$ cat config.mk
export PLATFORM = sky130hd
export DESIGN_NAME = lru_key_value_cache
export DESIGN_NICKNAME = d
export VERILOG_FILES = /design/src/sv/lkv_pkg.sv /design/src/sv/lkv_cell.sv /design/src/sv/lru_key_value_cache.sv
export VERILOG_INCLUDE_DIRS = /design/src /design/src/sv
export SDC_FILE = /design/constraint.sdc
export NUM_CORES = 2
export LEC_CHECK = 0
export BUFFER_PORTS_ARGS = -buffer_cell sky130_fd_sc_hd__buf_2
export CORE_ASPECT_RATIO = 1.2
export CORE_UTILIZATION = 40
export CTS_CLUSTER_SIZE = 14
export DETAILED_ROUTE_END_ITERATION = 10
export PLACE_DENSITY = 0.61
export SLEW_MARGIN = 20
export SYNTH_ARGS = -nofsm -noshare
export SYNTH_HDL_FRONTEND = slang
export SYNTH_SLANG_ARGS = --single-unit
$ cat constraint.sdc
create_clock -name clk -period 18.5 [get_ports clk]
set_input_delay 3.7 -clock clk [delete_from_list [all_inputs] [get_ports clk]]
set_output_delay 3.7 -clock clk [all_outputs]
set_load 0.02 [all_outputs]
$ cat src/sv/assert_macros.svh
// Assertion helpers for the cache; all sample on clk and are off during reset.
`ifndef ASSERT_MACROS_SVH
`define ASSERT_MACROS_SVH

// Condition that must hold at every active edge
`define LKV_ASSERT_ALWAYS(lbl, expr, msg) \
  lbl: assert property (@(posedge clk) disable iff (!rst_n) (expr)) else $error(msg);

// Same-cycle implication
`define LKV_ASSERT_IMPL(lbl, ante, cons, msg) \
  lbl: assert property (@(posedge clk) disable iff (!rst_n) (ante) |-> (cons)) else $error(msg);

// Next-cycle implication
`define LKV_ASSERT_NEXT(lbl, ante, cons, msg) \
  lbl: assert property (@(posedge clk) disable iff (!rst_n) (ante) |=> (cons)) else $error(msg);

`endif

$ cat src/sv/lkv_pkg.sv
`default_nettype none
package lkv_pkg;

  // Slot and rank fields in the token cover up to 256 cells
  localparam int IDX_W = 8;
  localparam int KEY_W = 32;
  localparam int VAL_W = 32;
  localparam int CAP_W = 5;

  localparam logic CMD_GET = 1'b0;
  localparam logic CMD_PUT = 1'b1;

  // Search token, handed from cell to cell
  typedef struct packed {
    logic             active;
    logic             found;
    logic [IDX_W-1:0] slot;
    logic [IDX_W-1:0] slot_rank;
    logic [VAL_W-1:0] value;
    logic             have_free;
    logic [IDX_W-1:0] free_slot;
    logic             have_victim;
    logic [IDX_W-1:0] victim;
  } lkv_tok_t;

  // Update broadcast from the controller to every cell
  typedef struct packed {
    logic             en;
    logic [IDX_W-1:0] target;
    logic [IDX_W-1:0] thr;
    logic             wr_key;
    logic             wr_value;
    logic             set_valid;
    logic [KEY_W-1:0] key;
    logic [VAL_W-1:0] value;
  } lkv_upd_t;

endpackage
`default_nettype wire

$ cat src/sv/lkv_cell.sv
`default_nettype none
module lkv_cell #(
  parameter int RANK_W = 4,
  parameter int INDEX  = 0
) (
  input  wire logic                          clk,
  input  wire logic                          rst_n,
  input  wire logic [lkv_pkg::KEY_W-1:0]     key_i,
  input  wire logic [lkv_pkg::IDX_W-1:0]     victim_rank_i,
  input  wire lkv_pkg::lkv_tok_t             tok_i,
  output lkv_pkg::lkv_tok_t                  tok_o,
  input  wire lkv_pkg::lkv_upd_t             upd_i
);

  logic                      valid_r;
  logic [RANK_W-1:0]         rank_r;
  logic [lkv_pkg::KEY_W-1:0] key_r;
  logic [lkv_pkg::VAL_W-1:0] value_r;
  lkv_pkg::lkv_tok_t         tok_r;
  lkv_pkg::lkv_tok_t         tok_nxt;

  logic                      match;
  logic                      is_victim;
  logic                      sel;
  logic [lkv_pkg::IDX_W-1:0] rank_ext;
  logic [lkv_pkg::IDX_W-1:0] my_idx;

  assign my_idx    = lkv_pkg::IDX_W'(INDEX);
  assign rank_ext  = lkv_pkg::IDX_W'(rank_r);
  assign match     = valid_r && (key_r == key_i);
  assign is_victim = valid_r && (rank_ext == victim_rank_i);
  assign sel       = upd_i.en && (upd_i.target == my_idx);

  // Fold this entry into the passing token: first match, first free, the victim
  always_comb begin
    tok_nxt = tok_i;
    if (match && !tok_i.found) begin
      tok_nxt.found     = 1'b1;
      tok_nxt.slot      = my_idx;
      tok_nxt.slot_rank = rank_ext;
      tok_nxt.value     = value_r;
    end
    if (is_victim) begin
      tok_nxt.have_victim = 1'b1;
      tok_nxt.victim      = my_idx;
    end
    if (!valid_r && !tok_i.have_free) begin
      tok_nxt.have_free = 1'b1;
      tok_nxt.free_slot = my_idx;
    end
  end

  // Token stage towards the next cell
  always_ff @(posedge clk) begin
    if (!rst_n) begin
      tok_r <= '0;
    end else begin
      tok_r <= tok_nxt;
    end
  end

  assign tok_o = tok_r;

  // Entry state: target takes rank 0 (and valid on insert), more recent entries age by one
  always_ff @(posedge clk) begin
    if (!rst_n) begin
      valid_r <= 1'b0;
      rank_r  <= '0;
    end else if (upd_i.en) begin
      if (sel) begin
        rank_r <= '0;
        if (upd_i.set_valid) begin
          valid_r <= 1'b1;
        end
      end else if (valid_r && (rank_ext < upd_i.thr)) begin
        rank_r <= rank_r + RANK_W'(1);
      end
    end
  end

  // Key and value, no reset
  always_ff @(posedge clk) begin
    if (sel && upd_i.wr_key) begin
      key_r <= upd_i.key;
    end
    if (sel && upd_i.wr_value) begin
      value_r <= upd_i.value;
    end
  end

endmodule
`default_nettype wire

$ cat src/sv/lru_key_value_cache.sv
// Fully associative key/value cache with least-recently-used replacement.
// Input channel in_*: in_tuser is the command (0 get, 1 put), in_tdata holds
// the key in bits 31:0 and the value in bits 63:32. Result channel out_*:
// out_tdata is the read value (stored value on a get hit, all ones on a miss,
// the written value on a put), out_tuser bit 0 is hit, bit 1 is evicted.
// cfg_wr_en/cfg_wr_data set the capacity (clamped to 1..MAX_ENTRIES); a write
// is ignored unless the store is empty.
// A request token walks a row of MAX_ENTRIES cells, one cell per cycle, each
// cell comparing its own key; the controller then broadcasts at most one update.
// One request is in flight at a time: the result appears in the same cycle
// in which in_tready rises, so a new input transfer is taken only once the
// last request is through; the pace of requests is set by the length of
// the cell chain.
// Reset empties the store and sets capacity to 16 (or MAX_ENTRIES if less).
// A stalled result is held in the output register; one more request may be
// taken and searched meanwhile, then it waits with its update and result
// until the output register frees up, and nothing further is accepted.
`default_nettype none
`include "assert_macros.svh"
module lru_key_value_cache #(
  parameter int MAX_ENTRIES = 16
) (
  input  wire logic        clk,
  input  wire logic        rst_n,
  input  wire logic        in_tvalid,
  output logic             in_tready,
  input  wire logic [63:0] in_tdata,   // key [31:0], value [63:32]
  input  wire logic [0:0]  in_tuser,   // command [0]
  output logic             out_tvalid,
  input  wire logic        out_tready,
  output logic [31:0]      out_tdata,  // read_value [31:0]
  output logic [1:0]       out_tuser,  // hit [0], evicted [1]
  input  wire logic        cfg_wr_en,
  input  wire logic [4:0]  cfg_wr_data
);

  localparam int RANK_W  = (MAX_ENTRIES > 1) ? $clog2(MAX_ENTRIES) : 1;
  localparam int CNT_W   = $clog2(MAX_ENTRIES + 1);
  localparam int CAP_RST = (MAX_ENTRIES < 16) ? MAX_ENTRIES : 16;
  localparam int IDX_W   = lkv_pkg::IDX_W;

  typedef enum logic [1:0] {S_IDLE, S_SCAN, S_DONE} state_t;

  state_t                      state_r;
  logic                        start_r;
  logic                        req_cmd_r;
  logic [lkv_pkg::KEY_W-1:0]   req_key_r;
  logic [lkv_pkg::VAL_W-1:0]   req_value_r;
  lkv_pkg::lkv_tok_t           res_r;
  logic [CNT_W-1:0]            count_r;
  logic [lkv_pkg::CAP_W-1:0]   cap_r;
  logic                        out_valid_r;
  logic [31:0]                 out_data_r;
  logic                        out_hit_r;
  logic                        out_ev_r;

  lkv_pkg::lkv_tok_t           tok_w [MAX_ENTRIES+1];
  lkv_pkg::lkv_upd_t           upd;
  logic [IDX_W-1:0]            victim_rank;
  logic                        in_xfer;
  logic                        out_free;
  logic                        is_put;
  logic                        at_cap;
  logic                        do_evict;
  logic                        do_insert;
  logic [31:0]                 rd_value;
  logic [lkv_pkg::CAP_W-1:0]   cap_nxt;

  assign in_tready   = (state_r == S_IDLE);
  assign in_xfer     = in_tvalid && in_tready;
  assign out_free    = !out_valid_r || out_tready;
  assign victim_rank = IDX_W'(count_r - CNT_W'(1));

  // Token injected at the head of the chain
  always_comb begin
    tok_w[0]        = '0;
    tok_w[0].active = start_r;
  end

  // Row of cells
  for (genvar i = 0; i < MAX_ENTRIES; i++) begin : g_cell
    lkv_cell #(
      .RANK_W (RANK_W),
      .INDEX  (i)
    ) u_cell (
      .clk           (clk),
      .rst_n         (rst_n),
      .key_i         (req_key_r),
      .victim_rank_i (victim_rank),
      .tok_i         (tok_w[i]),
      .tok_o         (tok_w[i+1]),
      .upd_i         (upd)
    );
  end

  // Decide the action from the finished search
  assign is_put    = (req_cmd_r == lkv_pkg::CMD_PUT);
  assign at_cap    = (32'(count_r) >= 32'(cap_r));
  assign do_evict  = is_put && !res_r.found && (at_cap || !res_r.have_free)
                     && res_r.have_victim;
  assign do_insert = is_put && !res_r.found && !do_evict && res_r.have_free;

  always_comb begin
    upd           = '0;
    upd.en        = (state_r == S_DONE) && out_free &&
                    (res_r.found || do_evict || do_insert);
    upd.wr_key    = do_evict || do_insert;
    upd.wr_value  = is_put;
    upd.set_valid = do_insert;
    upd.key       = req_key_r;
    upd.value     = req_value_r;
    if (res_r.found) begin
      upd.target = res_r.slot;
      upd.thr    = res_r.slot_rank;
    end else if (do_evict) begin
      upd.target = res_r.victim;
      upd.thr    = IDX_W'(count_r - CNT_W'(1));
    end else begin
      upd.target = res_r.free_slot;
      upd.thr    = IDX_W'(count_r);
    end
  end

  always_comb begin
    if (is_put) begin
      rd_value = req_value_r;
    end else if (res_r.found) begin
      rd_value = res_r.value;
    end else begin
      rd_value = '1;
    end
  end

  // Capacity clamp
  always_comb begin
    if (cfg_wr_data == '0) begin
      cap_nxt = lkv_pkg::CAP_W'(1);
    end else if (32'(cfg_wr_data) > 32'(MAX_ENTRIES)) begin
      cap_nxt = lkv_pkg::CAP_W'(MAX_ENTRIES);
    end else begin
      cap_nxt = cfg_wr_data;
    end
  end

  // Controller: state, request, count, capacity and output register
  always_ff @(posedge clk) begin
    if (!rst_n) begin
      state_r     <= S_IDLE;
      start_r     <= 1'b0;
      count_r     <= '0;
      cap_r       <= lkv_pkg::CAP_W'(CAP_RST);
      out_valid_r <= 1'b0;
    end else begin
      start_r <= in_xfer;
      if ((state_r == S_DONE) && out_free) begin
        out_valid_r <= 1'b1;
      end else if (out_tready) begin
        out_valid_r <= 1'b0;
      end
      if (cfg_wr_en && (count_r == '0)) begin
        cap_r <= cap_nxt;
      end
      unique case (state_r)
        S_IDLE: begin
          if (in_xfer) begin
            req_cmd_r   <= in_tuser[0];
            req_key_r   <= in_tdata[31:0];
            req_value_r <= in_tdata[63:32];
            state_r     <= S_SCAN;
          end
        end
        S_SCAN: begin
          if (tok_w[MAX_ENTRIES].active) begin
            res_r   <= tok_w[MAX_ENTRIES];
            state_r <= S_DONE;
          end
        end
        S_DONE: begin
          if (out_free) begin
            out_data_r  <= rd_value;
            out_hit_r   <= res_r.found;
            out_ev_r    <= do_evict;
            if (do_insert) begin
              count_r <= count_r + CNT_W'(1);
            end
            state_r <= S_IDLE;
          end
        end
        default: state_r <= S_IDLE;
      endcase
    end
  end

  assign out_tvalid = out_valid_r;
  assign out_tdata  = out_data_r;
  assign out_tuser  = {out_ev_r, out_hit_r};

  // Checks
  `LKV_ASSERT_ALWAYS(a_count_cap, 32'(count_r) <= 32'(cap_r), "entry count above capacity")
  `LKV_ASSERT_IMPL(a_hit_ev, out_valid_r, !(out_hit_r && out_ev_r), "hit and eviction together")
  `LKV_ASSERT_IMPL(a_evict_full, upd.en && do_evict, 32'(count_r) == 32'(cap_r), "eviction below capacity")
  `LKV_ASSERT_NEXT(a_busy, in_xfer, !in_tready && start_r, "request accepted while busy")

endmodule
`default_nettype wire
==> results.sh <==
export IMPL_pwr_share_comb_pct=1.6
export IMPL_drcViolationCount=0
export IMPL_num_io_pins=111
export IMPL_routed_wl_um=165000
export IMPL_fin_cells=8040
export IMPL_area_growth_syn_to_layout_pct=13.9
export IMPL_rows=172
export IMPL_cp_cell_sequence="buf_4 > inv_8 > buf_4 > buf_4 > nor2_1 > a31o_2 > mux2_2"
export IMPL_grt_usage_pct=17.5
export IMPL_post_cts_buffers=0
export IMPL_yosys_warnings=0
export IMPL_async_flop_share_pct=0
export IMPL_max_freq_ghz=0.159
export IMPL_fin_worst_skew_ns=0.0365
export IMPL_p_seq_share_pct=52.8
export IMPL_synth_common_cells="1,174 x edfxtp_1, 881 x dfxtp_1, 872 x nor2_1, 549 x mux2i_1, 376 x xnor2_1"
export IMPL_num_vias=40033
export IMPL_gp_congestion=0.829
export IMPL_ctsResizeCount=0
export IMPL_max_cap_viol_count=0
export IMPL_r2r_end="g_cell[12].u_cell.rank_r[2]$_SDFFE_PN0P_"
export IMPL_finalCriticalPeriod_ns=6.27
export IMPL_cts_max_path_buffers=3
export IMPL_final_setup_viol_count=0
export IMPL_utilization_pct=46.1
export IMPL_drt_pass1_iterations=8
export IMPL_hold_depth=0
export IMPL_syn_avg_cell_area_sq_um=14.1
export IMPL_endpoint_kind="flop"
export IMPL_syn_inst=5277
export IMPL_hold_violations=0
export IMPL_grt_max_degree=215
export IMPL_die_x_um=395
export IMPL_grt_antenna_before_repair=3
export IMPL_cp_common_cell="buf_4"
export IMPL_worst_pin_slew_ns=1.16
export IMPL_fin_crit_sh_pct=33.9
export IMPL_post_place_cells=7650
export IMPL_crit_path_start_kind="input pin"
export IMPL_core_area_sq_um=184000
export IMPL_hold_buffers=0
export IMPL_synth_top_area_share_pct=47.5
export IMPL_min_to="res_r[34]$_DFFE_PP_"
export IMPL_synth_area_sq_um=74200
export IMPL_rsz0062_at_grt="no"
export IMPL_rrSetupSlack_ns=13.49
export IMPL_cts_root_buf="clkbuf_16"
export IMPL_cp_arrival_ns=6.99
export IMPL_crit_fanout=171
export IMPL_syn_nets=5392
export IMPL_yosys_register_bits=2055
export IMPL_ys_seq_area_share_pct=71.3
export IMPL_slowest_stage="buf_4"
export IMPL_max_stage_delay_ns=0.85
export IMPL_htree_levels=4
export IMPL_p_leak_nw=30.5
export IMPL_synth_edff_count=1174
export IMPL_port_buffers=110
export IMPL_worstPathRequired_ns=19.22
export IMPL_r2r_start="count_r[0]$_SDFFE_PN0P_"
export IMPL_maxSlewViolCount=0
export IMPL_drt_iter0_markers=2579
export IMPL_synth_area_leaders="edfxtp_1 48%, dfxtp_1 24%, mux2i_1 7.4%"
export IMPL_p_total_mw=9.19
export IMPL_ys_types=83
export IMPL_clkPwrFrac_pct=45.6
export IMPL_drtAntennaViolNets=0
export IMPL_numCtsBuffers=203
export IMPL_chipHeight_um=474
export IMPL_synth_flop_cell="edfxtp_1"
export IMPL_dp_hpwl_um=101000
export IMPL_yosysMostFrequentCell="edfxtp_1"
export IMPL_route_detailed_wl_per_inst_um=20.5
export IMPL_hp_start="g_cell[15].u_cell.tok_o[34]$_SDFF_PN0_"
export IMPL_power_density_nw_per_um2=109
export IMPL_worstRegToRegCells=20
export IMPL_clock_latency_ns=0.84
export IMPL_switching_share_pct=20.2
export IMPL_internal_power_mw=7.33
export IMPL_tritoncts="built"
export IMPL_grt_overflow_total=0
export IMPL_vias_per_cell=4.98
export IMPL_start_util_pct=40.4
export IMPL_maxSlewHeadroom_pct=22.7
export IMPL_switching_power_mw=1.86
export IMPL_layout_drive_gt1_share_pct=11.1
export IMPL_outcome="finished clean"
export IMPL_grt_pass1_vias=40672
export IMPL_fin_nets=5536
export IMPL_clk_pin_slew_ns=0.06
export IMPL_synth_area_leader_cell="edfxtp_1"
export IMPL_hp_class="reg2reg"
export IMPL_grt_pass1_wl_um=249000
export IMPL_tns_ns=0
export IMPL_critPathKind="in2reg"
export IMPL_cts_sinks=2055
export IMPL_die_area_sq_um=187000
export IMPL_vdd_drop_max_v=0.000102
per-stage QoR:
step / hold WS [ns] / worst slack (ns) / instance area, sq um
3_5_place_dp: 0.389 / 11.34 / 77600
6_report: 0.388 / 12.23 / 84600
5_1_grt: 0.396 / 12.05 / 84600
3_3_place_gp: 0.386 / 11.34 / 77600
4_1_cts: 0.385 / 12.25 / 84500
2_1_floorplan: 0.386 / 8.75 / 74200
layout by cell type, fill, tap and decap left out, types with 103 or more instances in the layout:
cell	synthesis	layout
xnor2_1	376	376
clkbuf_16	0	209
nand4_1	108	108
edfxtp_1	1174	1174
mux2i_1	549	547
buf_2	110	109
xor2_1	226	225
nor2_1	872	840
buf_4	14	103
dfxtp_1	881	881
cell type report:
type,count,area (sq um)
tap,2436,3050
sequential,2055,52900
multi-input combinational,2860,20000
clock inverter,92,1040
clock buffer,295,5840
antenna,1,2.50
fill,16108,99000
inverter,85,327
timing repair buffer,216,1410
routing by layer:
metal  part of all wire [%]  global-route usage (%)
met1                     40                    20.6
met4                    3.1                    6.31
met2                     53                    31.8
met3                    3.8                    2.79
met5                  0.016                       0
critical path, delay by kind of cell:
kind	cells	cell delay [ns]
AO/OA/AOI/OAI	1	0.27
buffers and inverters	4	2.27
multiplexers	1	0.26
AND/OR/NAND/NOR	1	0.16
kinds of logic after synthesis:
group / count (synthesis) / share of synthesized area (%)
adders and majority gates: 43 / 0.720
xor gates and xnor gates: 603 / 7.13
muxes: 558 / 7.54
DFF: 2055 / 71.3
and+or+nand+nor: 1390 / 8.64
AOI/OAI and AO/OA: 266 / 2.51
buffers and inverters: 362 / 2.19
power groups by stage:
stage | Clock [mW] | Sequential (mW) | Combinational (mW)
final | 4.19 | 4.85 | 0.151
after global routing | 4.47 | 4.85 | 0.166
after CTS | 4.29 | 4.85 | 0.156
after detailed placement | 0 | 4.95 | 0.155
after global placement | 0 | 4.95 | 0.153
after floorplan | 0 | 4.94 | 0.0914
worst max-delay path by stage:
| stage | startpoint | to | slack, ns |
|---|---|---|---|
| 2_1_floorplan | rst_n | is_put$_DFFE_PP_ | 8.75 |
| 3_3_place_gp | rst_n | g_cell[13].u_cell.rank_r[0]$_SDFFE_PN0P_ | 11.34 |
| 3_5_place_dp | rst_n | g_cell[13].u_cell.rank_r[0]$_SDFFE_PN0P_ | 11.34 |
| 4_1_cts | rst_n | g_cell[13].u_cell.rank_r[0]$_SDFFE_PN0P_ | 12.25 |
| 5_1_grt | rst_n | g_cell[13].u_cell.rank_r[0]$_SDFFE_PN0P_ | 12.05 |
| 6_report | rst_n | g_cell[13].u_cell.rank_r[0]$_SDFFE_PN0P_ | 12.23 |
flip-flops by register name, indices dropped and copies added (netlist names), 16 cells and up:
name / cells
g_cell.u_cell.value_r: 512
g_cell.u_cell.key_r: 512
g_cell.u_cell.rank_r: 64
g_cell.u_cell.valid_r: 16
g_cell.u_cell.tok_o: 787
out_tdata: 32
req_key_r: 32
res_r: 51
req_value_r: 32
No activity file was read; power rests on OpenSTA's default activity.
